==> config.mk <==
export PLATFORM = sky130hd
export DESIGN_NAME = greedy_word_wrap_stream
export DESIGN_NICKNAME = d
export VERILOG_FILES = /design/src/rtl/gwws_pkg.sv /design/src/rtl/gwws_dp.sv /design/src/rtl/gwws_ctrl.sv /design/src/rtl/greedy_word_wrap_stream.sv
export SDC_FILE = /design/constraint.sdc
export NUM_CORES = 1
export LEC_CHECK = 0
export ABC_AREA = 0
export ABC_CLOCK_PERIOD_IN_PS = 5800
export BUFFER_PORTS_ARGS = -buffer_cell sky130_fd_sc_hd__buf_2
export CELL_PAD_IN_SITES_DETAIL_PLACEMENT = 0
export CELL_PAD_IN_SITES_GLOBAL_PLACEMENT = 1
export CORE_ASPECT_RATIO = 1.25
export CORE_MARGIN = 2
export CORE_UTILIZATION = 40
export CTS_BUF_LIST = sky130_fd_sc_hd__clkbuf_8
export DETAILED_ROUTE_END_ITERATION = 8
export GPL_TIMING_DRIVEN = 0
export PLACE_DENSITY_LB_ADDON = 0.3
export SLEW_MARGIN = 20
export SYNTH_ARGS = -nofsm -noshare
export SYNTH_HDL_FRONTEND = slang
export SYNTH_SLANG_ARGS = --single-unit
==> constraint.sdc <==
create_clock -name clk_i -period 5.8 [get_ports clk_i]
set_input_delay 0.29 -clock clk_i [delete_from_list [all_inputs] [get_ports clk_i]]
set_output_delay 0.29 -clock clk_i [all_outputs]
set_load 0.05 [all_outputs]
==> src/rtl/gwws_pkg.sv <==
// ----------------------------------------------------------------------------
// gwws_pkg
// Shared types and constants for the greedy word wrap stream block.
// ----------------------------------------------------------------------------
`default_nettype none

package gwws_pkg;

  localparam int unsigned MAX_WORD_DEF = 32;

  localparam logic [7:0] LINE_WIDTH_RST = 8'd80;

  localparam logic [7:0] CH_TAB   = 8'd9;
  localparam logic [7:0] CH_NL    = 8'd10;
  localparam logic [7:0] CH_CR    = 8'd13;
  localparam logic [7:0] CH_SPACE = 8'd32;
  localparam logic [7:0] CH_NONE  = 8'd0;

  // newlines in a row that make a paragraph break
  localparam logic [1:0] PARA_RUN = 2'd2;

  // source of one result byte
  typedef enum logic [1:0] {
    SEL_NL   = 2'd0,
    SEL_SP   = 2'd1,
    SEL_WORD = 2'd2,
    SEL_STAT = 2'd3
  } sel_e;

  // what one accepted item asks to be emitted, in emission order
  typedef struct packed {
    logic par;        // two newlines
    logic pre;        // separator before the word
    logic pre_space;  // separator is a space, else a newline
    logic word;       // word bytes from the buffer
    logic post;       // newline after the word
    logic stat;       // status-only end result
  } plan_t;

  typedef struct packed {
    logic accept;
    logic emit;
    sel_e sel;
    logic last;
  } cmd_t;

  typedef struct packed {
    plan_t plan;
    logic  word_last;
    logic  out_free;
  } sts_t;

endpackage

`default_nettype wire

==> src/rtl/gwws_dp.sv <==
// ----------------------------------------------------------------------------
// gwws_dp
// Datapath: word buffer, line state, placement decision and result register.
// ----------------------------------------------------------------------------
`default_nettype none

module gwws_dp #(
  parameter int unsigned MaxWord = gwws_pkg::MAX_WORD_DEF
) (
  input  wire logic          clk_i,
  input  wire logic          rst_ni,
  input  wire logic          cfg_valid_i,
  input  wire logic [7:0]    line_width_i,
  input  wire logic [7:0]    in_byte_i,
  input  wire logic          end_of_text_i,
  input  wire logic          out_stall_i,
  input  wire gwws_pkg::cmd_t cmd_i,
  output gwws_pkg::sts_t     sts_o,
  output logic               out_valid_o,
  output logic [7:0]         out_byte_o,
  output logic               byte_valid_o,
  output logic               last_of_run_o,
  output logic               wrap_failed_o
);

  localparam int unsigned LenW  = $clog2(MaxWord + 1);
  localparam int unsigned AddrW = $clog2(MaxWord);
  localparam int unsigned SumW  = ((LenW > 9) ? LenW : 9) + 1;

  logic [7:0]      mem_q [MaxWord];
  logic [7:0]      rdata_q;

  logic [7:0]      width_q;
  logic [LenW-1:0] word_len_q;
  logic [8:0]      line_pos_q;
  logic [1:0]      nl_run_q;
  logic            fail_q;
  logic            rep_fail_q;
  logic [LenW-1:0] emit_len_q;
  logic [LenW-1:0] idx_q, idx_d;

  logic            out_valid_q;
  logic [7:0]      out_byte_q;
  logic            byte_valid_q;
  logic            last_q;
  logic            wrap_q;

  logic            is_ws;
  logic            is_nl;
  logic [1:0]      nl_next;
  logic            par;
  logic            place;
  logic            over;
  logic [SumW-1:0] wl_ext;
  logic [SumW-1:0] w_ext;
  logic [SumW-1:0] lp0;
  logic [SumW-1:0] sum;
  logic [SumW-1:0] gap;
  logic [SumW-1:0] lp_new;
  logic            pre;
  logic            pre_space;
  logic            post;
  logic            fail_new;
  logic            word_step;
  gwws_pkg::plan_t plan;

  always_comb begin
    is_ws   = ((in_byte_i >= gwws_pkg::CH_TAB) && (in_byte_i <= gwws_pkg::CH_CR)) ||
              (in_byte_i == gwws_pkg::CH_SPACE);
    is_nl   = (in_byte_i == gwws_pkg::CH_NL);
    nl_next = nl_run_q + (is_nl ? 2'd1 : 2'd0);
    par     = !end_of_text_i && is_ws && (nl_next == gwws_pkg::PARA_RUN);
    place   = (end_of_text_i || is_ws) && (word_len_q != '0);

    wl_ext = {{(SumW-LenW){1'b0}}, word_len_q};
    w_ext  = {{(SumW-8){1'b0}}, width_q};
    lp0    = par ? '0 : {{(SumW-9){1'b0}}, line_pos_q};
    gap    = end_of_text_i ? '0 : {{(SumW-1){1'b0}}, 1'b1};
    sum    = lp0 + wl_ext;
    over   = wl_ext > w_ext;

    pre       = 1'b0;
    pre_space = 1'b0;
    post      = 1'b0;
    lp_new    = sum + gap;
    priority if (over && (lp0 == '0)) begin
      post   = 1'b1;
      lp_new = '0;
    end else if (over) begin
      pre    = 1'b1;
      post   = 1'b1;
      lp_new = '0;
    end else if (sum > w_ext) begin
      pre    = 1'b1;
      lp_new = wl_ext + gap;
    end else if (sum == w_ext) begin
      pre       = (lp0 != '0);
      pre_space = 1'b1;
      post      = 1'b1;
      lp_new    = '0;
    end else begin
      pre       = (lp0 != '0);
      pre_space = 1'b1;
    end

    plan.par       = par;
    plan.pre       = place && pre;
    plan.pre_space = pre_space;
    plan.word      = place;
    plan.post      = place && post;
    plan.stat      = end_of_text_i;

    fail_new = fail_q | (place && over);
  end

  assign word_step = cmd_i.emit && (cmd_i.sel == gwws_pkg::SEL_WORD);

  always_comb begin
    priority if (cmd_i.accept) begin
      idx_d = '0;
    end else if (word_step) begin
      idx_d = idx_q + LenW'(1);
    end else begin
      idx_d = idx_q;
    end
  end

  // word buffer; the read port follows the next index so data is ready on time
  always_ff @(posedge clk_i) begin
    if (cmd_i.accept && !end_of_text_i && !is_ws && (word_len_q < LenW'(MaxWord))) begin
      mem_q[word_len_q[AddrW-1:0]] <= in_byte_i;
    end
    rdata_q <= mem_q[idx_d[AddrW-1:0]];
  end

  always_ff @(posedge clk_i or negedge rst_ni) begin
    if (!rst_ni) begin
      width_q    <= gwws_pkg::LINE_WIDTH_RST;
      word_len_q <= '0;
      line_pos_q <= '0;
      nl_run_q   <= '0;
      fail_q     <= 1'b0;
      rep_fail_q <= 1'b0;
      emit_len_q <= '0;
      idx_q      <= '0;
    end else begin
      idx_q <= idx_d;
      if (cfg_valid_i) begin
        width_q <= line_width_i;
      end
      if (cmd_i.accept) begin
        if (end_of_text_i) begin
          word_len_q <= '0;
          line_pos_q <= '0;
          nl_run_q   <= '0;
          fail_q     <= 1'b0;
          rep_fail_q <= fail_new;
          emit_len_q <= word_len_q;
        end else if (is_ws) begin
          word_len_q <= '0;
          line_pos_q <= place ? lp_new[8:0] : lp0[8:0];
          nl_run_q   <= par ? 2'd0 : nl_next;
          fail_q     <= fail_new;
          rep_fail_q <= fail_new;
          emit_len_q <= word_len_q;
        end else begin
          nl_run_q <= '0;
          if (word_len_q < LenW'(MaxWord)) begin
            word_len_q <= word_len_q + LenW'(1);
          end else begin
            fail_q <= 1'b1;
          end
        end
      end
    end
  end

  // result register
  always_ff @(posedge clk_i or negedge rst_ni) begin
    if (!rst_ni) begin
      out_valid_q <= 1'b0;
    end else if (cmd_i.emit) begin
      out_valid_q <= 1'b1;
    end else if (!out_stall_i) begin
      out_valid_q <= 1'b0;
    end
  end

  always_ff @(posedge clk_i) begin
    if (cmd_i.emit) begin
      unique case (cmd_i.sel)
        gwws_pkg::SEL_NL:   out_byte_q <= gwws_pkg::CH_NL;
        gwws_pkg::SEL_SP:   out_byte_q <= gwws_pkg::CH_SPACE;
        gwws_pkg::SEL_WORD: out_byte_q <= rdata_q;
        gwws_pkg::SEL_STAT: out_byte_q <= gwws_pkg::CH_NONE;
        default:            out_byte_q <= gwws_pkg::CH_NONE;
      endcase
      byte_valid_q <= (cmd_i.sel != gwws_pkg::SEL_STAT);
      last_q       <= cmd_i.last;
      wrap_q       <= rep_fail_q;
    end
  end

  assign sts_o.plan      = plan;
  assign sts_o.word_last = ((idx_q + LenW'(1)) == emit_len_q);
  assign sts_o.out_free  = !out_valid_q || !out_stall_i;

  assign out_valid_o   = out_valid_q;
  assign out_byte_o    = out_byte_q;
  assign byte_valid_o  = byte_valid_q;
  assign last_of_run_o = last_q;
  assign wrap_failed_o = wrap_q;

endmodule

`default_nettype wire

==> src/rtl/gwws_ctrl.sv <==
// ----------------------------------------------------------------------------
// gwws_ctrl
// Controller: takes items and steps through the results each one causes.
// ----------------------------------------------------------------------------
`default_nettype none

module gwws_ctrl (
  input  wire logic           clk_i,
  input  wire logic           rst_ni,
  input  wire logic           in_valid_i,
  output logic                in_stall_o,
  input  wire gwws_pkg::sts_t sts_i,
  output gwws_pkg::cmd_t      cmd_o
);

  typedef enum logic [6:0] {
    S_IDLE = 7'b0000001,
    S_PAR1 = 7'b0000010,
    S_PAR2 = 7'b0000100,
    S_PRE  = 7'b0001000,
    S_WORD = 7'b0010000,
    S_POST = 7'b0100000,
    S_STAT = 7'b1000000
  } state_e;

  state_e          state_q, state_d;
  gwws_pkg::plan_t plan_q;
  state_e          nxt;
  logic            accept;
  logic            emit;
  logic            stay;

  function automatic state_e from_stat(gwws_pkg::plan_t p);
    return p.stat ? S_STAT : S_IDLE;
  endfunction

  function automatic state_e from_post(gwws_pkg::plan_t p);
    return p.post ? S_POST : from_stat(p);
  endfunction

  function automatic state_e from_word(gwws_pkg::plan_t p);
    return p.word ? S_WORD : from_post(p);
  endfunction

  function automatic state_e from_pre(gwws_pkg::plan_t p);
    return p.pre ? S_PRE : from_word(p);
  endfunction

  function automatic state_e after(gwws_pkg::plan_t p, state_e s);
    state_e r;
    unique case (s)
      S_IDLE:  r = p.par ? S_PAR1 : from_pre(p);
      S_PAR1:  r = S_PAR2;
      S_PAR2:  r = from_pre(p);
      S_PRE:   r = from_word(p);
      S_WORD:  r = from_post(p);
      S_POST:  r = from_stat(p);
      S_STAT:  r = S_IDLE;
      default: r = S_IDLE;
    endcase
    return r;
  endfunction

  always_comb begin
    accept = in_valid_i && (state_q == S_IDLE);
    emit   = (state_q != S_IDLE) && sts_i.out_free;
    // word bytes repeat until the last one is out
    stay   = (state_q == S_WORD) && !sts_i.word_last;
    nxt    = after(plan_q, state_q);

    state_d = state_q;
    if (accept) begin
      state_d = after(sts_i.plan, S_IDLE);
    end else if (emit && !stay) begin
      state_d = nxt;
    end

    cmd_o.accept = accept;
    cmd_o.emit   = emit;
    cmd_o.last   = !stay && (nxt == S_IDLE);
    unique case (state_q)
      S_PRE:   cmd_o.sel = plan_q.pre_space ? gwws_pkg::SEL_SP : gwws_pkg::SEL_NL;
      S_WORD:  cmd_o.sel = gwws_pkg::SEL_WORD;
      S_STAT:  cmd_o.sel = gwws_pkg::SEL_STAT;
      default: cmd_o.sel = gwws_pkg::SEL_NL;
    endcase
  end

  always_ff @(posedge clk_i or negedge rst_ni) begin
    if (!rst_ni) begin
      state_q <= S_IDLE;
      plan_q  <= '0;
    end else begin
      state_q <= state_d;
      if (accept) begin
        plan_q <= sts_i.plan;
      end
    end
  end

  assign in_stall_o = (state_q != S_IDLE);

endmodule

`default_nettype wire

==> src/rtl/greedy_word_wrap_stream.sv <==
// ----------------------------------------------------------------------------
// greedy_word_wrap_stream
// Greedy word wrap of a byte stream against a programmable line width.
// ----------------------------------------------------------------------------
// A printable text byte goes into the word buffer and gives no result, so
// the next transaction is taken on the following cycle. A whitespace or
// end-of-text item is taken and then causes its results in order (paragraph
// break, separator, the buffered word replayed byte by byte from the buffer's
// registered read port, trailing newline, status), at most MaxWord + 4
// results, with no new item taken until the last result has entered the
// output register; stalls on the output side hold the results back. Results
// wait in a one-deep output register while the next item is taken. The user
// writes line_width through the cfg port (always ready) only while the block
// is idle; the block itself does not enforce it.
`default_nettype none

module greedy_word_wrap_stream #(
  parameter int unsigned MaxWord = gwws_pkg::MAX_WORD_DEF
) (
  input  wire logic       clk_i,
  input  wire logic       rst_ni,
  input  wire logic       cfg_valid_i,
  output logic            cfg_ready_o,
  input  wire logic [7:0] line_width_i,
  input  wire logic       in_valid_i,
  output logic            in_stall_o,
  input  wire logic [7:0] in_byte_i,
  input  wire logic       end_of_text_i,
  output logic            out_valid_o,
  input  wire logic       out_stall_i,
  output logic [7:0]      out_byte_o,
  output logic            byte_valid_o,
  output logic            last_of_run_o,
  output logic            wrap_failed_o
);

  gwws_pkg::cmd_t cmd;
  gwws_pkg::sts_t sts;

  assign cfg_ready_o = 1'b1;

  gwws_ctrl u_ctrl (
    .clk_i      (clk_i),
    .rst_ni     (rst_ni),
    .in_valid_i (in_valid_i),
    .in_stall_o (in_stall_o),
    .sts_i      (sts),
    .cmd_o      (cmd)
  );

  gwws_dp #(
    .MaxWord (MaxWord)
  ) u_dp (
    .clk_i         (clk_i),
    .rst_ni        (rst_ni),
    .cfg_valid_i   (cfg_valid_i),
    .line_width_i  (line_width_i),
    .in_byte_i     (in_byte_i),
    .end_of_text_i (end_of_text_i),
    .out_stall_i   (out_stall_i),
    .cmd_i         (cmd),
    .sts_o         (sts),
    .out_valid_o   (out_valid_o),
    .out_byte_o    (out_byte_o),
    .byte_valid_o  (byte_valid_o),
    .last_of_run_o (last_of_run_o),
    .wrap_failed_o (wrap_failed_o)
  );

endmodule

`default_nettype wire

Yosys cells after proc, flatten, opt, wreduce, memory -nomap -nowiden:

Memories as Yosys holds them, arrays and structs flattened. A register that Yosys moved wholly into a read port is not among the register bits.
Cells that the tools add are included.

* add/subtract/negate cells: 6
* $lt $le $gt $ge: 5
* equality and inequality tests: 20
* muxes and demuxes: 55
* bitwise operators: 1
* reductions and logical operators: 37

Operators by type and width (count)
* 7-bit two-way mux: 12
* 9-bit two-way mux: 8
* 6-bit two-way mux: 7
* 7-bit case mux with 6 select lines: 1
* 8-bit case mux with 4 select lines: 1
* 1-bit two-way mux: 22
* 1-bit logical AND: 17
* 7-bit by 1-bit equality test with 1-bit output, second input constant: 2
* 6-bit by 1-bit adder with 6-bit output, second input constant: 2
* 9-bit by 6-bit adder with 10-bit output: 1
* 10-bit by 8-bit equality test with 1-bit output: 1
* 10-bit by 8-bit > comparator with 1-bit output: 1
* 10-bit logical NOT: 1
* 10-bit nonzero test: 1
* 6-bit by 9-bit adder with 9-bit output: 1
* 9-bit adder: 1
* 8-bit by 4-bit equality test with 1-bit output, second input constant: 1
* 8-bit by 6-bit equality test with 1-bit output, second input constant: 1
* 8-bit by 4-bit greater-or-equal comparator with 1-bit output, second input constant: 1
* 6-bit by 8-bit > comparator with 1-bit output: 1
* 8-bit by 4-bit <= comparator with 1-bit output, second input constant: 1
* 7-bit by 2-bit equality test with 1-bit output, second input constant: 1
* 7-bit by 3-bit equality test with 1-bit output, second input constant: 1
* 7-bit by 4-bit equality test with 1-bit output, second input constant: 1
* 22 further kinds: 37

* register bits: 64
* bits in writable memories: 256
* input port bits: 22
* output and inout port bits: 14
* word-level logic and storage cells: 146
* memories: 1

Memory list
* u_dp.mem_q: depth 32, bits a word 8, rd ports 1, clocked after Yosys merged registers in 1, write ports 1, line gwws_dp.sv:30 `logic [7:0] mem_q [MaxWord];`

Longest topological paths before layout:

* depth in word-level cells: 18
* depth in mapped cells: 28

By module:

From an unflattened synthesis, not the netlist that was laid out.

* cells, all modules: 1137
* area total of the unflattened synthesis: 15013.1 um^2

By module, submodules not included
* gwws_dp: times used 1, cells an instance 1020, area an instance 14054.7 um^2, seq. area each 9181.3 um^2
* gwws_ctrl: times used 1, cells an instance 115, area an instance 947.2 um^2, seq. area each 326.6 um^2
* greedy_word_wrap_stream: times used 1, cells an instance 2, area an instance 11.3 um^2, seq. area each 0.0 um^2

Least setup slack after synthesis:

OpenSTA, ideal clock, no wires.

* path kind: input to register
* start point: input port in_byte_i[7]
* end point: register u_dp.line_pos_q[6]
* arrival: 5315 ps
* required time: 5724 ps
* slack: 408 ps
* stages: 24
* cells stage by stage: nor4_2 > and4_1 > ha_1 > or2_1 > nor2_1 > o21ai_2 > buf_2 > clkbuf_1 > and2_1 > ha_1 > a21o_1 > maj3_1 > a211oi_1 > nor4_1 > o21a_1 > nor2_1 > ha_1 > nand2_1 > nor2_1 > a2111oi_0 > o21ai_0 > nor2_1 > mux2_2 > o21ai_1

* cells in the longest elaborated chain, start to end: 15
* elaborated cells on any way between the ends: 29
* those cells by class: add/sub: 3; order compare: 3; eq/ne: 4; mux: 9; reduce/logical: 10

RTL lines
* start, declared: line greedy_word_wrap_stream.sv:27 `input wire logic [7:0] in_byte_i,`
* 8-bit by 4-bit equality test with 1-bit output, or another cell as far along: line gwws_dp.sv:70 `is_nl = (in_byte_i == gwws_pkg::CH_NL);`
* 1-bit two-way mux / 1-bit logical AND (equally long branches): line gwws_dp.sv:71, gwws_dp.sv:68
* 2-bit adder / 1-bit logical OR (equally long branches): line gwws_dp.sv:71, gwws_dp.sv:68
* 2-bit equality test / 1-bit logical AND (equally long branches): line gwws_dp.sv:72 `par = !end_of_text_i && is_ws && (nl_next == gwws_pkg::PARA_RUN);`
* 1-bit logical AND: line gwws_dp.sv:72
* 9-bit two-way mux: line gwws_dp.sv:77 `lp0 = par ? '0 : {{(SumW-9){1'b0}}, line_pos_q};`
* 9-bit by 6-bit adder with 10-bit output: line gwws_dp.sv:79 `sum = lp0 + wl_ext;`
* 9-bit adder / 10-bit by 8-bit equality test with 1-bit output (equally long branches): line gwws_dp.sv:85, gwws_dp.sv:96
* 9-bit two-way mux: line gwws_dp.sv:96 `end else if (sum == w_ext) begin`
* 9-bit two-way mux: line gwws_dp.sv:93 `end else if (sum > w_ext) begin`
* 9-bit two-way mux: line gwws_dp.sv:89 `end else if (over) begin`
* 9-bit two-way mux: line gwws_dp.sv:86 `priority if (over && (lp0 == '0)) begin`
* 9-bit two-way mux: line gwws_dp.sv:161 `line_pos_q <= place ? lp_new[8:0] : lp0[8:0];`
* 9-bit two-way mux: line gwws_dp.sv:159 `end else if (is_ws) begin`
* 9-bit two-way mux: line gwws_dp.sv:152 `if (end_of_text_i) begin`
* end signal, assigned: line gwws_dp.sv:161
* end, declared: line gwws_dp.sv:35 `logic [8:0] line_pos_q;`

Parallel ways exist; a longest one is shown, timed or not. The select of a mux whose other input is x is not followed.
A chain may end at the register's enable or synchronous reset.

Worst setup path after layout:

* start point: input port in_byte_i[5]
* end point: register u_dp.line_pos_q[3]

The elaborated chain is that of the path after synthesis.

==> run summary <==
root buffer cell = clkbuf_8
GR Overflow Total = 0
Layout area overhead = 13.6%
die footprint = 38000 µm²
part of the Yosys area used for sequential elements = 65.2%
number of routed nets with antenna violations = 0
setup violators final = 0
GP Congestion = 0.885
Fill cells = 3348
worst vdd rail ir drop = 0.182 mV
status = complete, no violations
met1 Use GR = 25.8%
ys flop type = edfxtp_1
Slew @ Worst Pin = 0.864 ns
Slew Limit Fails = 0
area leader, netlist = edfxtp_1
Max-Cap Viols = 0
Critical Path AT = 6.12 ns
met3 Use GR = 3.16%
vias in the first global route = 9574
Total GRT Usage = 19.9%
H-Tree Depth = 2
CTS tree = built
fmax = 178 MHz
non-filler cells, final = 1755
CP Max Fanout = 35
worst min path class = input pin to flip-flop
total number of vias = 9530
share of post-route cells with drive strength above 1 = 15.9%
hold path depth = 1
PortBufs = 34
Die W = 175 µm
most frequent cells in the layout = edfxtp_1, nand2_1, nor2_1
clk_skew = 0.0237 ns
Rows = 78
Sink Count = 328
Async S/R FF share, synth = 16.2%
first-pass GRT wire length = 57100 µm
synthesized area per cell = 12.9 µm²
Pwr Density = 386 nW/µm²
largest net degree at the start of global routing = 54
Tmin final = 5.61 ns
Die Y = 217 µm
Post-Route WL = 37200 µm
clk_lat worst skew = 0.61 ns
total nets after synthesis = 1182
busiest grt layer = met2
Post-synth EDFFs = 267
crit share post-route = 96.7%
Setup Crit Path Kind = input pin to flip-flop
R2R cell count = 23
wire per inst = 21.2 µm
Total Power = 6400 µW
TritonRoute pass-1 iters = 5
Mapped Area = 14600 µm²
#FFs+latches synth = 328
synth warn = 0
GR Layer Usage met2 = 33.9%
# IOs = 36
DRC viols = 0
commonest non-fill, non-tap cell in the layout = edfxtp_1
Netlist cell types = 80
share of the synthesized area in the top cell type = 55.0%
Final nets = 1287
worst hold slack = 0.145 ns
Num CTS Buffers = 51
Core Box Area = 36100 µm²
Vias/cell = 5.43
initial antenna violation count = 1
Final Hold Fails = 0
Initial Util = 40.4%
Worst Setup Start Kind = input pin
crit end category = flip-flop
Syn Inst Count = 1132
Slew HR = 42.2%
placed cells = 1646
drt initial violations = 790
Leak = 0.00575 µW
clock transition at the registers of the reported paths = 0.07 ns
DP Wirelength = 24900 µm
worst endpoint required time = 6.31 ns
synth top area cells = edfxtp_1, dfrtp_1, mux4_2, nand2_1, nand3_1
Max Buffers Root-to-Sink = 3
## worst paths after layout
kind / endpoint / from / slack, ns
worst max-delay path: u_dp.line_pos_q[3] / in_byte_i[5] / 0.19
worst min-delay path: u_dp.mem_q[24][6] / in_byte_i[6] / 0.15
worst max register to register: u_dp.line_pos_q[3] / u_dp.nl_run_q[0] / 0.31
worst min register to register: u_dp.nl_run_q[0] / u_dp.nl_run_q[0] / 0.48
max in group asynchronous: u_dp.width_q[0] / rst_ni / 5.02
min in group asynchronous: u_dp.nl_run_q[0] / rst_ni / 0.28
## worst max-delay path: stages
cell	delay [ns]
buf_4	0.23
nor4_4	0.36
and4_1	0.28
ha_1	0.27
or2_1	0.26
nor2_2	0.17
o21ai_2	0.11
clkbuf_4	0.25
and2_1	0.22
ha_1	0.28
a21o_1	0.21
maj3_1	0.42
a211oi_2	0.28
nor4_4	0.09
buf_4	0.17
nor3_2	0.23
nor2_2	0.10
ha_1	0.30
nand2_1	0.09
nor2_1	0.06
a2111oi_1	0.47
o21ai_2	0.19
and2_1	0.21
nor2_2	0.19
nor2_1	0.09
o31ai_2	0.27
## layer usage
layer  up-vias  part of all wire, %
met1      4723                   42
li1       4468                    -
met4         0                  3.4
met2       265                   50
met5         -                    0
met3        74                  4.5
## what timing repair did
| item | 4_1_cts | 5_1_grt |
|---|---|---|
| pin swaps | 1 | 6 |
| setup buffers | 1 | 2 |
| gates resized for setup | 15 | 12 |
| hold buffers | 16 | 0 |
| hold endpoints to repair | 60 | 0 |
| setup endpoints to repair | 14 | 13 |
## Yosys cell counts, types with 3 or more instances
| library cell | number |
|---|---|
| edfxtp_1 | 267 |
| nand2_1 | 187 |
| nor2_1 | 77 |
| nand3_1 | 69 |
| o21ai_0 | 51 |
| dfrtp_1 | 50 |
| mux4_2 | 32 |
| nand4_1 | 31 |
| inv_1 | 30 |
| ha_1 | 27 |
| clkbuf_1 | 26 |
| a21oi_1 | 22 |
| a31oi_1 | 22 |
| a22oi_1 | 16 |
| nor3_1 | 16 |
| xnor2_1 | 16 |
| xor2_1 | 12 |
| buf_2 | 11 |
| and2_1 | 9 |
| and3_1 | 9 |
| dfxtp_1 | 8 |
| nand2b_1 | 8 |
| nor2b_1 | 8 |
| nor4_1 | 8 |
| o21ai_1 | 7 |
| o31ai_1 | 7 |
| buf_4 | 6 |
| mux2_2 | 6 |
| o21a_1 | 6 |
| a21o_1 | 5 |
| or3_1 | 5 |
| mux2i_1 | 4 |
| o22ai_1 | 4 |
| or2_2 | 4 |
| dfstp_2 | 3 |
| nor2_2 | 3 |
| nor3b_1 | 3 |
| o211ai_1 | 3 |
## cell families after synthesis
logic type	synth area share, %
simple gates	14.6
flops	65.2
compound gates	7.66
buf+inv	2.25
mux	5.78
xor+xnor	1.91
fa+ha+maj	2.52
other cells	0.0257
## state kept, by name (all words and copies together), names as in the netlist
name                count
u_dp.rdata_q            8
u_dp.width_q            8
u_dp.byte_valid_o       1
u_dp.line_pos_q         9
u_dp.idx_q              6
u_dp.word_len_q         6
u_ctrl.state_q          7
u_dp.fail_q             1
u_dp.last_of_run_o      1
u_dp.out_valid_o        1
u_dp.rep_fail_q         1
u_dp.mem_q            256
u_dp.wrap_failed_o      1
u_dp.emit_len_q         6
u_dp.out_byte_o         8
u_dp.nl_run_q           2
u_ctrl.plan_q           6
## where the power goes
group,switching [µW],leakage [µW],internal (µW)
Sequential,96.4,0.00317,2710
Combinational,1180,0.00205,609
Clock,917,0.000534,889
## stage by stage
step                utilization (%)  area [µm²]  setup TNS (ns)  setup slack, ns
detailed placement             42.5       15400          -16.16            -1.37
finish                         45.9       16600               0            0.192
floorplan                         -       14600               0            0.408
global route                   45.9       16600          -0.114          -0.0504
CTS                            45.7       16500               0           0.0282
global placement               42.5       15300          -16.63            -1.42
## cell type report
class | count | area [µm²] | area share [%]
multi-input cells | 727 | 4820 | 29.1
well taps | 480 | 601 | 3.63
clock inverters | 34 | 159 | 0.959
clock buffers | 56 | 771 | 4.65
diodes | 1 | 2.50 | 0.0151
plain buffers | 44 | 204 | 1.23
inverters | 32 | 123 | 0.740
repair buffers | 53 | 375 | 2.27
flip-flops and latches | 328 | 9510 | 57.4
Note: power is estimated with default switching activity, not from simulation.
